$ cat src/rtl/core/fswb_pkg.sv
package fswb_pkg;

   localparam int SECTOR_BYTES = 512;
   localparam int SECTOR_COUNT = 8;
   localparam int STORE_BYTES  = SECTOR_BYTES * SECTOR_COUNT;

   localparam int OFF_W   = $clog2(SECTOR_BYTES);
   localparam int SEC_W   = $clog2(SECTOR_COUNT);
   localparam int ADDR_W  = $clog2(STORE_BYTES);
   localparam int SWEEP_W = OFF_W + 1;

   localparam int QUEUE_DEPTH = 2;
   localparam int QPTR_W      = $clog2(QUEUE_DEPTH);
   localparam int QCNT_W      = QPTR_W + 1;

   localparam logic [7:0] ERASED_BYTE = 8'hFF;

   localparam logic [1:0] MODE_READ  = 2'd0;
   localparam logic [1:0] MODE_WRITE = 2'd1;
   localparam logic [1:0] MODE_FLUSH = 2'd2;

   localparam logic [1:0] OP_READ  = 2'd0;
   localparam logic [1:0] OP_WRITE = 2'd1;
   localparam logic [1:0] OP_FLUSH = 2'd2;
   localparam logic [1:0] OP_NONE  = 2'd3;

   typedef struct packed {
      logic [1:0]       op;
      logic [SEC_W-1:0] sec;
      logic [OFF_W-1:0] off;
      logic [7:0]       wdata;
   } cmd_type;

   typedef struct packed {
      logic full;
      logic empty;
   } queue_status_type;

endpackage

$ cat src/rtl/core/fswb_queue.sv
module fswb_queue (
   input  logic                       clock,
   input  logic                       reset,
   input  logic                       push,
   input  fswb_pkg::cmd_type          push_cmd,
   input  logic                       pop,
   output fswb_pkg::cmd_type          head,
   output fswb_pkg::queue_status_type status
);

   fswb_pkg::cmd_type                entry_ff [fswb_pkg::QUEUE_DEPTH];
   logic [fswb_pkg::QPTR_W-1:0]      wr_ptr_ff, wr_ptr_in;
   logic [fswb_pkg::QPTR_W-1:0]      rd_ptr_ff, rd_ptr_in;
   logic [fswb_pkg::QCNT_W-1:0]      count_ff, count_in;

   assign head         = entry_ff[rd_ptr_ff];
   assign status.full  = (count_ff == fswb_pkg::QCNT_W'(fswb_pkg::QUEUE_DEPTH));
   assign status.empty = (count_ff == '0);

   always_comb begin
      wr_ptr_in = wr_ptr_ff;
      rd_ptr_in = rd_ptr_ff;
      count_in  = count_ff;
      if (push) begin
         wr_ptr_in = wr_ptr_ff + fswb_pkg::QPTR_W'(1);
      end
      if (pop) begin
         rd_ptr_in = rd_ptr_ff + fswb_pkg::QPTR_W'(1);
      end
      if (push && !pop) begin
         count_in = count_ff + fswb_pkg::QCNT_W'(1);
      end else if (pop && !push) begin
         count_in = count_ff - fswb_pkg::QCNT_W'(1);
      end
   end

   always_ff @(posedge clock) begin
      if (reset) begin
         wr_ptr_ff <= '0;
         rd_ptr_ff <= '0;
         count_ff  <= '0;
      end else begin
         wr_ptr_ff <= wr_ptr_in;
         rd_ptr_ff <= rd_ptr_in;
         count_ff  <= count_in;
      end
      if (push) begin
         entry_ff[wr_ptr_ff] <= push_cmd;
      end
   end

endmodule

$ cat config.mk
export PLATFORM = sky130hd
export DESIGN_NAME = fswb_queue
export DESIGN_NICKNAME = d
export VERILOG_FILES = /design/src/rtl/core/fswb_pkg.sv /design/src/rtl/core/fswb_queue.sv
export SDC_FILE = /design/constraint.sdc
export NUM_CORES = 1
export LEC_CHECK = 0
export ABC_AREA = 1
export BUFFER_PORTS_ARGS = -buffer_cell sky130_fd_sc_hd__buf_2
export CAP_MARGIN = 20
export CORE_UTILIZATION = 25
export CTS_BUF_LIST = sky130_fd_sc_hd__clkbuf_8
export DETAILED_ROUTE_END_ITERATION = 16
export HOLD_SLACK_MARGIN = 0.08
export PLACE_DENSITY = 0.46
export SLEW_MARGIN = 25
export SYNTH_ARGS = -nofsm -noshare
export SYNTH_HDL_FRONTEND = slang
export SYNTH_SLANG_ARGS = --single-unit
$ cat constraint.sdc
create_clock -name clock -period 2.05 [get_ports clock]
set_input_delay 0.1025 -clock clock [delete_from_list [all_inputs] [get_ports clock]]
set_output_delay 0.1025 -clock clock [all_outputs]
set_load 0.005 [all_outputs]
==> Word level (Yosys, flattened, before mapping) <==
Memories as Yosys holds them, arrays and structs flattened. A register that Yosys moved wholly into a read port is not among the register bits.
Cells that the tools add are included.
{ "word_totals": {"register_bits": 4, "ram_bits": 44, "inputBits": 26, "wordCells": 21, "mem_count": 1} }
{ "memory_table": {"columns": ["name", "words", "width", "rd", "rd_ports_with_merged_regs", "wr", "line", "text"], "rows": [
  ["entry_ff", 2, 22, 1, 1, 1, "fswb_queue.sv:11", "fswb_pkg::cmd_type entry_ff [fswb_pkg::QUEUE_DEPTH];"]
]} }
{ "classes": {"addsub": 4, "eq_ne": 1, "n_mux": 6, "reduce_logical": 6} }
{ "ops": {"columns": ["op", "n"], "rows": [
  ["$mux W1", 4],
  ["$mux W2", 2],
  ["$add A1 B1 Y1 const B", 2],
  ["$add A2 B1 Y2 const B", 1],
  ["$eq A2 B2 Y1 const B", 1],
  ["$logic_and A1 B1 Y1", 2],
  ["$logic_not A1 Y1", 2],
  ["$logic_not A2 Y1", 1],
  ["$reduce_bool A2 Y1", 1],
  ["$sub A2 B1 Y2 const B", 1]
]} }

==> Longest topological paths before layout <==
{ "logic_depth": {"ltp_word": 4, "depth_mapped": 8} }

==> Least setup slack after synthesis <==
Ideal clock, no wire load.
{ "synth_path": {"kind": "register -> register", "from": "reg wr_ptr_ff", "to": "mem entry_ff[0][0] (netlist name) (enable)", "setup_time_ps": 401, "arrival_ps": 1265, "required_ps": 1649, "slack_ps": 384, "stages_incl_launch_ff": 2, "n_path_buf": 0, "period_less_slack_ps": 1666, "path_cell_list": "dfxtp_1 -> nor2_1"} }
{ "synth_rtl": {"columns": ["element", "line", "text"], "rows": [
  ["start, declared", "fswb_queue.sv:12", "logic [fswb_pkg::QPTR_W-1:0] wr_ptr_ff, wr_ptr_in;"],
  ["start signal, assigned", "fswb_queue.sv:43", "wr_ptr_ff <= wr_ptr_in;"],
  ["end, declared", "fswb_queue.sv:11", null]
]} }
Straight into the memory's write port.

==> metrics.md <==
| Metric | Value |
|---|---|
| Outcome | complete, no violations |
| Syn_area_per_cell | 18.0 um^2 |
| Startpoint Class | flop |
| Worst Setup End Kind | output port |
| R2R cell count | 3 |
| Crit. path cell count | 3 |
| Synth top area cells | edfxtp_1 (73%), mux2_2 (14%), dfxtp_1 (5.5%) |
| Slowest-stage cell, CP | mux2_2 |
| VDD IR max | 261 uV |
| Root Buffer | clkbuf_8 |
| Starting Density | 0.263 |
| Share of layout cells above drive strength 1 | 0.451 |
| Vias per inst | 3.94 |
| WP data arrival | 1.41 ns |
| Clk sinks | 49 |
| Mux cell area share after synthesis | 0.136 |
| Initial antenna violation count | 0 |
| Drt pass-1 iters | 4 |
| Post-synthesis cell count | 101 |
| Final net count | 208 |
| Antenna violation net count after detailed routing | 0 |
| Post-synthesis compound-gate area fraction | 0.00551 |
| RSZ-0062 raised after global routing | no |
| Worst-path fanout max | 22 |
| Final WL | 3450 um |
| Die H | 87.3 um |
| CORE AREA | 6910 um^2 |
| Setup TNS | 0 ns |
| Port Buf Inserts | 49 |
| Worst Hold Launch | pop |
| Vias in the first global route | 1166 |
| Slew Viols, Final | 0 |
| Critical Path Max Stage Delay | 0.39 ns |
| Largest net degree at the start of global routing | 23 |
| Post-synthesis adder-cell area fraction | 0.00688 |
| Routed wire per std cell | 12.4 um |
| Final setup viols | 0 |
| Post-Synth Simple-Gate Area | 0.0337 |
| Max Cap Viol | 0 |
| # fillers | 685 |
| Area Overhead vs Synth | 39.0% |
| CTS tree | yes |
| Die width | 87.3 um |
| Biggest area consumer among synthesized cells | edfxtp_1 |
| Vias after detailed routing | 1094 |
| Synth top area share | 0.727 |
| Period utilisation layout | 0.738 |
| Delay-heaviest family, CP | buffers and inverters |
| Max_slew headroom | 0.785 |
| Cell Rows | 30 |
| Netlist cell types | 14 |
| Clk Latency, worst-skew pair | 0.29 ns |
| Tmin final | 1.51 ns |
| Largest family of logic cells by synthesized area | multiplexers |
| Leak | 0.000981 uW |
| DP Wirelength | 2240 um |
| Pwr Density | 828 nW/um^2 |
| Mapped cell area | 1820 um^2 |
| Final hold violations | 0 |
| Measured slew at the worst slew-check pin | 0.322 ns |
| Reg2reg start | wr_ptr_ff |
| Worst min path class | in -> reg |
| XOR/XNOR share of the synthesized area | 0.00482 |
| Seq/Total Area, Yosys | 0.782 |
| WP data required | 1.95 ns |
| DRT iter0 DRCs | 39 |
| Grt ovf | 0 |
| Critical path type | reg -> out |
| Fmax | 661 MHz |
| GR Util All Layers | 0.0939 |
| Number of synthesized register bits | 49 |
| Post_cts resized | 0 |
| I/O pin total | 50 |
| First-pass GRT wire length | 5170 um |
| Cell depth of the worst min-delay path | 3 |
| Antenna diodes | 0 |
| Longest Clk Path Bufs | 2 |
| Clock Pin Slew Worst Setup and Hold Paths | 0.08 ns |
| Yosys warns | 0 |
| Gpl congestion | 0.708 |
| Die Area | 7620 um^2 |
| Clk_skew | 0.00312 ns |
| DRC Markers | 0 |
| Total power | 2090 uW |
| H-Tree Depth | 2 |
| Cell Chain, Critical Path | buf_4 > mux2_2 > buf_2 |
| Worst Path Buf+Inv | 2 |
| Syn nets | 128 |
| TritonCTS Buffers | 5 |
-- final cells by class --
class,instances,area (um^2),area share
sequential,49,1420,0.563
multi-input combinational,41,343,0.136
clock buffer,5,68.8,0.0272
inverter,9,33.8,0.0134
tap,96,120,0.0475
timing repair buffer,75,498,0.197
clock inverter,3,41.3,0.0163
-- power breakdown --
group	internal, uW	leakage (uW)	switching (uW)	total (uW)
logic	140	0.000475	115	255
clock network	359	0.0000518	311	670
registers	1150	0.000455	16.4	1170
-- sequential cells by signal (all words and copies together) (netlist names), named ones only --
register	count
entry_ff	44
count_ff	2
rd_ptr_ff	1
wr_ptr_ff	1
-- cells in the final DEF, fill, tap and decap left out, types with 3 or more instances in the layout --
cell           count
dlygate4sd3_1     23
clkbuf_8           5
nand2_1            5
dfxtp_1            5
mux2_2            22
inv_1              9
edfxtp_1          44
buf_4              3
nor2_1             6
buf_2             49
-- per-layer routing --
metal / wire, um / track usage / up-vias
met3: 141 / 0.0303 / 5
met1: 1360 / 0.0943 / 535
met5: 0 / 0 / -
met2: 1890 / 0.174 / 28
li1: - / - / 526
met4: 57 / 0.0447 / 0
-- worst register-to-register path, cell delays in order, from the launching register on --
cell,delay [ns]
dfxtp_1,0.37
nand2_1,0.06
inv_1,0.14
buf_4,0.31
-- through the flow --
step           instance area [um^2]   util  cells  hold WS [ns]  worst slack (ns)
5_1_grt                        2530  0.366    278         0.136             0.442
3_3_place_gp                   2190  0.316    247         0.294             0.863
6_report                       2530  0.366    278         0.104             0.537
2_1_floorplan                  1820      -    101         0.175             0.384
3_5_place_dp                   2190  0.316    247         0.294             0.840
4_1_cts                        2530  0.366    278        0.0842             0.494
-- logic make-up after synthesis --
group	count (synthesis)
adders and majority gates	1
and+or+nand+nor	15
AOI/OAI and AO/OA	2
muxes	22
xor gates and xnor gates	1
DFF	49
buffers and inverters	11
-- synthesized netlist by cell type --
cell type and instances:
edfxtp_1 44, mux2_2 22, inv_1 9, nor2_1 7, dfxtp_1 5, nand2_1 5
buf_6 2, a21oi_1 1, ha_1 1, nand3_1 1, nand4_1 1, nor3_1 1
o21ai_0 1, xnor2_1 1
-- path summary, 6_finish.rpt --
check	to	slack (ns)
setup / recovery	head[19]	0.54
hold / removal	flop	0.10
setup reg to reg	entry_ff[1][18]	0.86
hold reg to reg	wr_ptr_ff	0.53
-- repair_timing --
action,CTS,global route
hold buffers,23,0
endpoints found under the hold margin,47,0
buffers inserted,0,0
Power figures use the tool's default switching activity.
