**src/rtl/core/fswb_pkg.sv**
```systemverilog
package fswb_pkg;

   localparam int SECTOR_BYTES = 512;
   localparam int SECTOR_COUNT = 8;
   localparam int STORE_BYTES  = SECTOR_BYTES * SECTOR_COUNT;

   localparam int OFF_W   = $clog2(SECTOR_BYTES);
   localparam int SEC_W   = $clog2(SECTOR_COUNT);
   localparam int ADDR_W  = $clog2(STORE_BYTES);
   localparam int SWEEP_W = OFF_W + 1;

   localparam int QUEUE_DEPTH = 2;
   localparam int QPTR_W      = $clog2(QUEUE_DEPTH);
   localparam int QCNT_W      = QPTR_W + 1;

   localparam logic [7:0] ERASED_BYTE = 8'hFF;

   localparam logic [1:0] MODE_READ  = 2'd0;
   localparam logic [1:0] MODE_WRITE = 2'd1;
   localparam logic [1:0] MODE_FLUSH = 2'd2;

   localparam logic [1:0] OP_READ  = 2'd0;
   localparam logic [1:0] OP_WRITE = 2'd1;
   localparam logic [1:0] OP_FLUSH = 2'd2;
   localparam logic [1:0] OP_NONE  = 2'd3;

   typedef struct packed {
      logic [1:0]       op;
      logic [SEC_W-1:0] sec;
      logic [OFF_W-1:0] off;
      logic [7:0]       wdata;
   } cmd_type;

   typedef struct packed {
      logic full;
      logic empty;
   } queue_status_type;

endpackage

```
**src/rtl/core/fswb_front.sv**
```systemverilog
module fswb_front (
   input  logic                      clock,
   input  logic                      reset,
   input  logic                      start,
   input  logic                      hold,
   input  logic [1:0]                req_mode,
   input  logic [15:0]               req_addr,
   input  logic [7:0]                req_wdata,
   input  fswb_pkg::queue_status_type q_status,
   output logic                      busy,
   output logic                      push,
   output fswb_pkg::cmd_type         push_cmd
);

   logic              stage_valid_ff, stage_valid_in;
   fswb_pkg::cmd_type stage_cmd_ff, stage_cmd_in;
   fswb_pkg::cmd_type decoded;
   logic              accept;

   always_comb begin
      decoded.sec   = req_addr[fswb_pkg::ADDR_W-1:fswb_pkg::OFF_W];
      decoded.off   = req_addr[fswb_pkg::OFF_W-1:0];
      decoded.wdata = req_wdata;
      case (req_mode)
         fswb_pkg::MODE_READ:  decoded.op = fswb_pkg::OP_READ;
         fswb_pkg::MODE_WRITE: decoded.op = fswb_pkg::OP_WRITE;
         fswb_pkg::MODE_FLUSH: decoded.op = fswb_pkg::OP_FLUSH;
         default:              decoded.op = fswb_pkg::OP_NONE;
      endcase
   end

   assign busy     = hold || (stage_valid_ff && q_status.full);
   assign accept   = start && !busy;
   assign push     = stage_valid_ff && !q_status.full;
   assign push_cmd = stage_cmd_ff;

   always_comb begin
      stage_valid_in = stage_valid_ff;
      stage_cmd_in   = stage_cmd_ff;
      if (push) begin
         stage_valid_in = 1'b0;
      end
      if (accept) begin
         stage_valid_in = 1'b1;
         stage_cmd_in   = decoded;
      end
   end

   always_ff @(posedge clock) begin
      if (reset) begin
         stage_valid_ff <= 1'b0;
      end else begin
         stage_valid_ff <= stage_valid_in;
      end
      stage_cmd_ff <= stage_cmd_in;
   end

endmodule

```
**config.mk**
```make
export PLATFORM = sky130hd
export DESIGN_NAME = fswb_front
export DESIGN_NICKNAME = d
export VERILOG_FILES = /design/src/rtl/core/fswb_pkg.sv /design/src/rtl/core/fswb_front.sv
export SDC_FILE = /design/constraint.sdc
export NUM_CORES = 1
export LEC_CHECK = 0
export BUFFER_PORTS_ARGS = -buffer_cell sky130_fd_sc_hd__buf_2
export CAP_MARGIN = 20
export CORE_ASPECT_RATIO = 1.1
export CORE_MARGIN = 2
export CORE_UTILIZATION = 37
export DETAILED_ROUTE_END_ITERATION = 10
export GPL_TIMING_DRIVEN = 0
export PLACE_DENSITY = 0.8
export SYNTH_ARGS = -nofsm -noshare
export SYNTH_HDL_FRONTEND = slang
export SYNTH_SLANG_ARGS = --single-unit
```
**constraint.sdc**
```tcl
create_clock -name clock -period 2.2 [get_ports clock]
set_input_delay 0.44 -clock clock [delete_from_list [all_inputs] [get_ports clock]]
set_output_delay 0.44 -clock clock [all_outputs]
set_load 0.005 [all_outputs]
```
; After elaboration in Yosys (flattened, before gate mapping)
; Index checks and enable logic that the tools add are counted.
[totals]
register_bits = 23
latchBits = 0
ram_bits = 0
rom_bits = 0
inputBits = 32
output_inout_bits = 24
wordCells = 18
memories = 0
[op_classes]
add_sub_neg = 0
multipliers = 0
div_mod_pow = 0
order_cmp = 0
n_eq_ne = 2
n_shift = 0
mux = 3
bitwise_logic = 0
n_reduce_logical = 8
[op_table]
columns = op, count
row1 = 2-bit one-hot mux with 3 select lines, 1
row2 = 1-bit logical AND, 3
row3 = 2-bit by 1-bit == test with 1-bit output (second input constant), 1
row4 = 2-bit == test (second input constant), 1
row5 = 1-bit logical NOT, 2
row6 = 2-bit logical NOT, 1
row7 = 1-bit two-way mux, 2
row8 = 2-bit nonzero test, 1
row9 = 1-bit logical OR, 1

; Depth between registers and ports, before layout
; Gate-level depths: netlist of the first run.
[depth]
ltp_word = 5
mapped_depth = 2
mapped_depth_nobuf = 2

; Worst setup path before layout of the first run
; No wires, ideal clock.
[synth_timing]
path_type = input-to-reg
startpoint = input hold
endpoint = register stage_cmd_ff (netlist bit push_cmd[0]) (enable)
setup_time_ns = 0.408
arrival_time_ns = 1.685
required_ns = 1.792
path_slack_ns = 0.107
stages = 2
path_buffers = 0
cell_sequence = nand2b_4 > a21oi_1
[synth_between]
elab_chain_len = 3
[synth_lines]
columns = element, line_no
row1 = start: declaration, fswb_front.sv:5  ; input logic hold,
row2 = 1-bit logical OR, fswb_front.sv:32  ; assign busy = hold || (stage_valid_ff && q_status.full);
row3 = 1-bit logical NOT, fswb_front.sv:33  ; assign accept = start && !busy;
row4 = 1-bit logical AND, fswb_front.sv:33
row5 = via accept, fswb_front.sv:18  ; logic accept;
row6 = end signal: assignment, fswb_front.sv:55  ; stage_cmd_ff <= stage_cmd_in;
row7 = end: declaration, fswb_front.sv:16  ; fswb_pkg::cmd_type stage_cmd_ff, stage_cmd_in;
; The timed path passes the listed nets, and every way through them passes these cells.
; A chain may end at the register's enable or synchronous reset.

; Final worst setup path of the first run
[layout_timing]
startpoint = register stage_valid_ff
endpoint = register stage_cmd_ff (netlist bit push_cmd[11]) (enable)
[layout_between]
elab_chain_len = 4
[layout_lines]
columns = element, line_no
row1 = start: declaration, fswb_front.sv:15  ; logic stage_valid_ff, stage_valid_in;
row2 = start signal: assignment, fswb_front.sv:53  ; stage_valid_ff <= stage_valid_in;
row3 = 1-bit logical AND, fswb_front.sv:32
row4 = 1-bit logical OR, fswb_front.sv:32
row5 = 1-bit logical NOT, fswb_front.sv:33
row6 = 1-bit logical AND, fswb_front.sv:33
row7 = via accept, fswb_front.sv:18
; The timed path passes the listed nets, and every way through them passes these cells.

==> results of run 1 <==
## synth_stat cells
cell	number	area share [%]
a21oi_1	1	0.68
a21oi_2	1	1.2
clkbuf_1	2	1.0
dfxtp_1	1	2.7
edfxtp_1	22	90
nand2_1	1	0.51
nand2b_1	1	0.86
nand2b_4	1	1.9
nor2b_1	1	0.86
## through the flow
| stage | util [%] | worst slack (ns) |
|---|---|---|
| after detailed placement | 56.0 | 0.463 |
| after floorplan | - | 0.107 |
| after CTS | 57.6 | 0.781 |
| final | 57.6 | 0.790 |
| after global placement | 55.2 | -0.275 |
| after global routing | 57.6 | 0.672 |
## final cells by class
cell class | count | share of cell area, %
well taps | 27 | 3.22
clock inverters | 1 | 0.477
flip-flops and latches | 23 | 64.9
plain buffers | 2 | 0.716
clock buffers | 3 | 2.15
repair buffers | 49 | 24.0
multi-input cells | 6 | 4.53
## power by group
group / switching, mW / leakage [nW] / internal (mW)
Combinational: 0.0259 / 0.217 / 0.0322
Clock: 0.116 / 0.0177 / 0.0677
Sequential: 0.00426 / 0.214 / 0.501
## cells by family (layout without fill, tap and decap cells)
logic type / after synthesis / after routing / share of synthesized area [%]
DFF: 23 / 23 / 93.0
and+or+nand+nor: 4 / 4 / 4.10
AOI/OAI and AO/OA: 2 / 2 / 1.88
buffers and inverters: 2 / 55 / 1.03
## critical path, stage by stage, from the launching register on
cell     delay, ns
dfxtp_1       0.35
a21oi_2       0.54
buf_6         0.25
## registers in the layout, indices dropped and copies added (netlist names)
| name | cells |
|---|---|
| stage_valid_ff | 1 |
| push_cmd | 22 |
## routing by layer
metal	up-vias	part of all wire (%)
li1	220	-
met1	199	32
met2	35	47
met3	2	20
met4	0	1.3
met5	-	0
## worst max path at each step
stage,startpoint,end
6_report,stage_valid_ff,push_cmd[11]
5_1_grt,stage_valid_ff,push_cmd[5]
4_1_cts,stage_valid_ff,push_cmd[11]
3_5_place_dp,hold,push_cmd[12]
3_3_place_gp,hold,push_cmd[12]
2_1_floorplan,hold,push_cmd[0]
==> flow_summary.toml, run 1 <==
[drt]
dr.pass1.iters = 4
drt-wirelength-per-cell_um = 11.2
drc = 0
ant_nets = 0
wl_um = 1240
vias_per_cell = 4.11
vias = 456
drt_iter0_markers = 4

[synthesis]
synth_warnings = 0
synth.avg_cell_area_um2 = 23.6
syn-cell-area_um2 = 732
syn_nets = 63
ys_ff_latch = 23
ys_types = 9
synth-seq-area-share_pct = 93.0
netlist_instances = 31

[worst_setup_path]
arrival_ns = 1.43
cp-start-kind = "register"
reg2reg_depth = 2
end_kind = "register"
r2r_slack_ns = 0.79
criticalPathCategory = "reg -> reg"
r2r_start = "stage_valid_ff"
critical_path_required_ns = 2.22
crit_fanout = 12
r2r_end = "push_cmd[11]"

[flow_run]
cap_violations = 0

[placed_design]
gp_congestion = 0.698
io_buffers = 48
place_area_mm2 = 0.00102
post-dp-hpwl_um = 1040
dp.cells = 107

[timing]
fin_skew_ns = 0.00602
fin_tns_setup_ns = 0
tightest_slew_ns = 0.647
finalSetupViolations = 0
layout_min_cycle_time_ns = 1.41
hold_viol_final = 0
slew_headroom_pct = 56.8
slew_viol_final = 0
fmax_ghz = 0.709
finalHoldWorstSlack_ns = 0.301
rsz0062_at_grt = "false"
fin_crit_sh_pct = 64.1

[clocking]
cts.sinks = 23
root_buffer = "clkbuf_4"
htree_levels = 1
cts.hold.buffers_added = 0
cts_buffer_depth = 2
cts_tree = "built"
cts_setup_buffers = 0
cts.clk_slew.worst_paths_ns = 0.11
clock_latency_ns = 0.30
cts_buffers = 3
cts-resized-gates = 0

[grt]
grt_pass1_wl_um = 2100
busiest_layer = "met2"
grt_overflow = 0
use_met1_pct = 13.0
met2_usage_pct = 20.4
grt_pass1_vias = 509
use_met3_pct = 8.99
antenna_found_initial = 0
grt_max_degree = 14
grt.total_usage_pct = 13.3

[die]
fp.dieH_um = 50.7
dieArea_mm2 = 0.00235
pin_count = 56
die_w_um = 46.4
initial_core_util_pct = 40.2
rows = 16
core-area_mm2 = 0.00182

[cells_and_area]
layout-area-overhead-vs-synth_pct = 43.2
layout_commonest_cell = "buf_2"
mostFrequentLayoutCells = "buf_2 (48), edfxtp_1 (22), clkbuf_4 (3), a21oi_2 (2), clkbuf_1 (2)"
regArea_um2 = 681
fillCellCount = 155
fin_area_mm2 = 0.00105
stdcell_count = 111
drive_gt1_share_pct = 66.7
fin_nets = 117
multi_input_area_um2 = 47.5
diodes = 0

[power]
pwr_density_cell_mw_per_mm2 = 713
p_total_mw = 0.748
peakVddDrop_v = 0.000472
leakage_nw = 0.449

[worst_hold_path]
holdPathEnd = "stage_valid_ff"
min_path_type = "in -> reg"
min_from = "reset"
hold_depth = 2

[run_status]
status = "complete, no violations"
(Power assumes the default switching activity.)
==> run 2: changes to the inputs <==
==> constraint.sdc (replaced) <==
create_clock -name clock -period 1.4 [get_ports clock]
set_input_delay 0.28 -clock clock [delete_from_list [all_inputs] [get_ports clock]]
set_output_delay 0.28 -clock clock [all_outputs]
set_load 0.005 [all_outputs]
==> run 2 against run 1 <==
Effect of this change: critical path depth is 1 lower; count of clock-buffer cells in the layout stayed put; global-route usage shrank 1.7 points; highest routed layer unchanged.
==> flow_summary.toml, run 2 (same netlist as run 1, synthesis figures left out) <==
[worst_setup_path]
cp.depth = 1
max_stage_delay_ns = 0.55
arrival_ns = 1.22
cp_slowest_cell = "a21oi_4"
cp-start-kind = "register"
critical_path_required_ns = 1.35
reg2reg_depth = 1
end_kind = "register"
criticalPathCategory = "reg -> reg"
r2r_slack_ns = 0.12
crit_fanout = 22
path_cells = "a21oi_4"
crit_buf_inv = 0
crit_family = "compound AO/OA/AOI/OAI gates"

[worst_hold_path]
hold_depth = 2
min_path_type = "in -> reg"

[timing]
hold_viol_final = 0
slew_viol_final = 0
fin_skew_ns = 0.00563
finalSetupViolations = 0
fin_crit_sh_pct = 91.1
tightest_slew_ns = 0.665
finalHoldWorstSlack_ns = 0.121
slew_headroom_pct = 55.6
rsz0062_at_grt = "false"
layout_min_cycle_time_ns = 1.28
fin_tns_setup_ns = 0
fmax_ghz = 0.784

[drt]
drt_iter0_markers = 2
vias_per_cell = 4.17
drc = 0
dr.pass1.iters = 2
ant_nets = 0
drt-wirelength-per-cell_um = 10.8
vias = 459
wl_um = 1190

[clocking]
root_buffer = "clkbuf_4"
cts_buffer_depth = 2
cts-resized-gates = 0
cts.sinks = 23
cts_buffers = 3
cts.hold.buffers_added = 0
clock_latency_ns = 0.30
cts_setup_buffers = 0
cts_tree = "built"
htree_levels = 1
cts.clk_slew.worst_paths_ns = 0.12

[flow_run]
cap_violations = 0

[power]
pwr_density_cell_mw_per_mm2 = 1130
p_total_mw = 1.18
peakVddDrop_v = 0.000696
leakage_nw = 0.444

[placed_design]
io_buffers = 48
place_area_mm2 = 0.00102
gp_congestion = 0.657

[cells_and_area]
drive_gt1_share_pct = 66.3
layout_commonest_cell = "buf_2"
largest_reg_flops = 22
layout-area-overhead-vs-synth_pct = 42.7
final_util_pct = 57.3
fin_area_mm2 = 0.00104
mostFrequentLayoutCells = "buf_2 (48), edfxtp_1 (22), clkbuf_4 (3), clkbuf_1 (2)"
fillCellCount = 164
fin_nets = 116
diodes = 0

[grt]
grt_pass1_wl_um = 1900
grt_overflow = 0
grt.total_usage_pct = 11.5
antenna_found_initial = 0
grt_max_degree = 23
grt_pass1_vias = 461

[die]
dieArea_mm2 = 0.00235
core-area_mm2 = 0.00182
initial_core_util_pct = 40.2
rows = 16
pin_count = 56
die_w_um = 46.4
fp.dieH_um = 50.7

[run_status]
status = "complete, no violations"
run 2: power breakdown:
group	switching, mW	internal, mW	leakage [nW]	total, mW
clock	0.188	0.106	0.0177	0.295
sequential	0.00661	0.788	0.214	0.795
combinational	0.0408	0.0486	0.212	0.0894
run 2: path summary, 6_finish.rpt:
path                  start        endpoint
min                   reset  stage_valid_ff
max          stage_valid_ff    push_cmd[12]
min reg2reg  stage_valid_ff  stage_valid_ff
max reg2reg  stage_valid_ff    push_cmd[12]
run 2: cell type report:
cell class                 count  area [um^2]  share of cell area, %
sequential                    23          681                   65.1
timing repair buffer          48          240                   23.0
multi-input combinational      6         55.1                   5.27
tap                           27         33.8                   3.23
clock buffer                   3         22.5                   2.16
buffer                         2         7.51                  0.719
clock inverter                 1         5.00                  0.479
run 2: through the flow:
stage,std cells,worst slack (ns)
global placement,106,-0.0310
global route,110,0.0347
finish,110,0.125
floorplan,31,0.183
detailed placement,106,-0.0653
CTS,110,0.102
run 2: layer usage:
metal  part of all wire, %  GRT usage [%]  wire, um
met1                    36           11.1       428
met2                    48           19.4       577
met3                    15           5.76       177
met4                  0.50           5.71         6
met5                     0              0         0
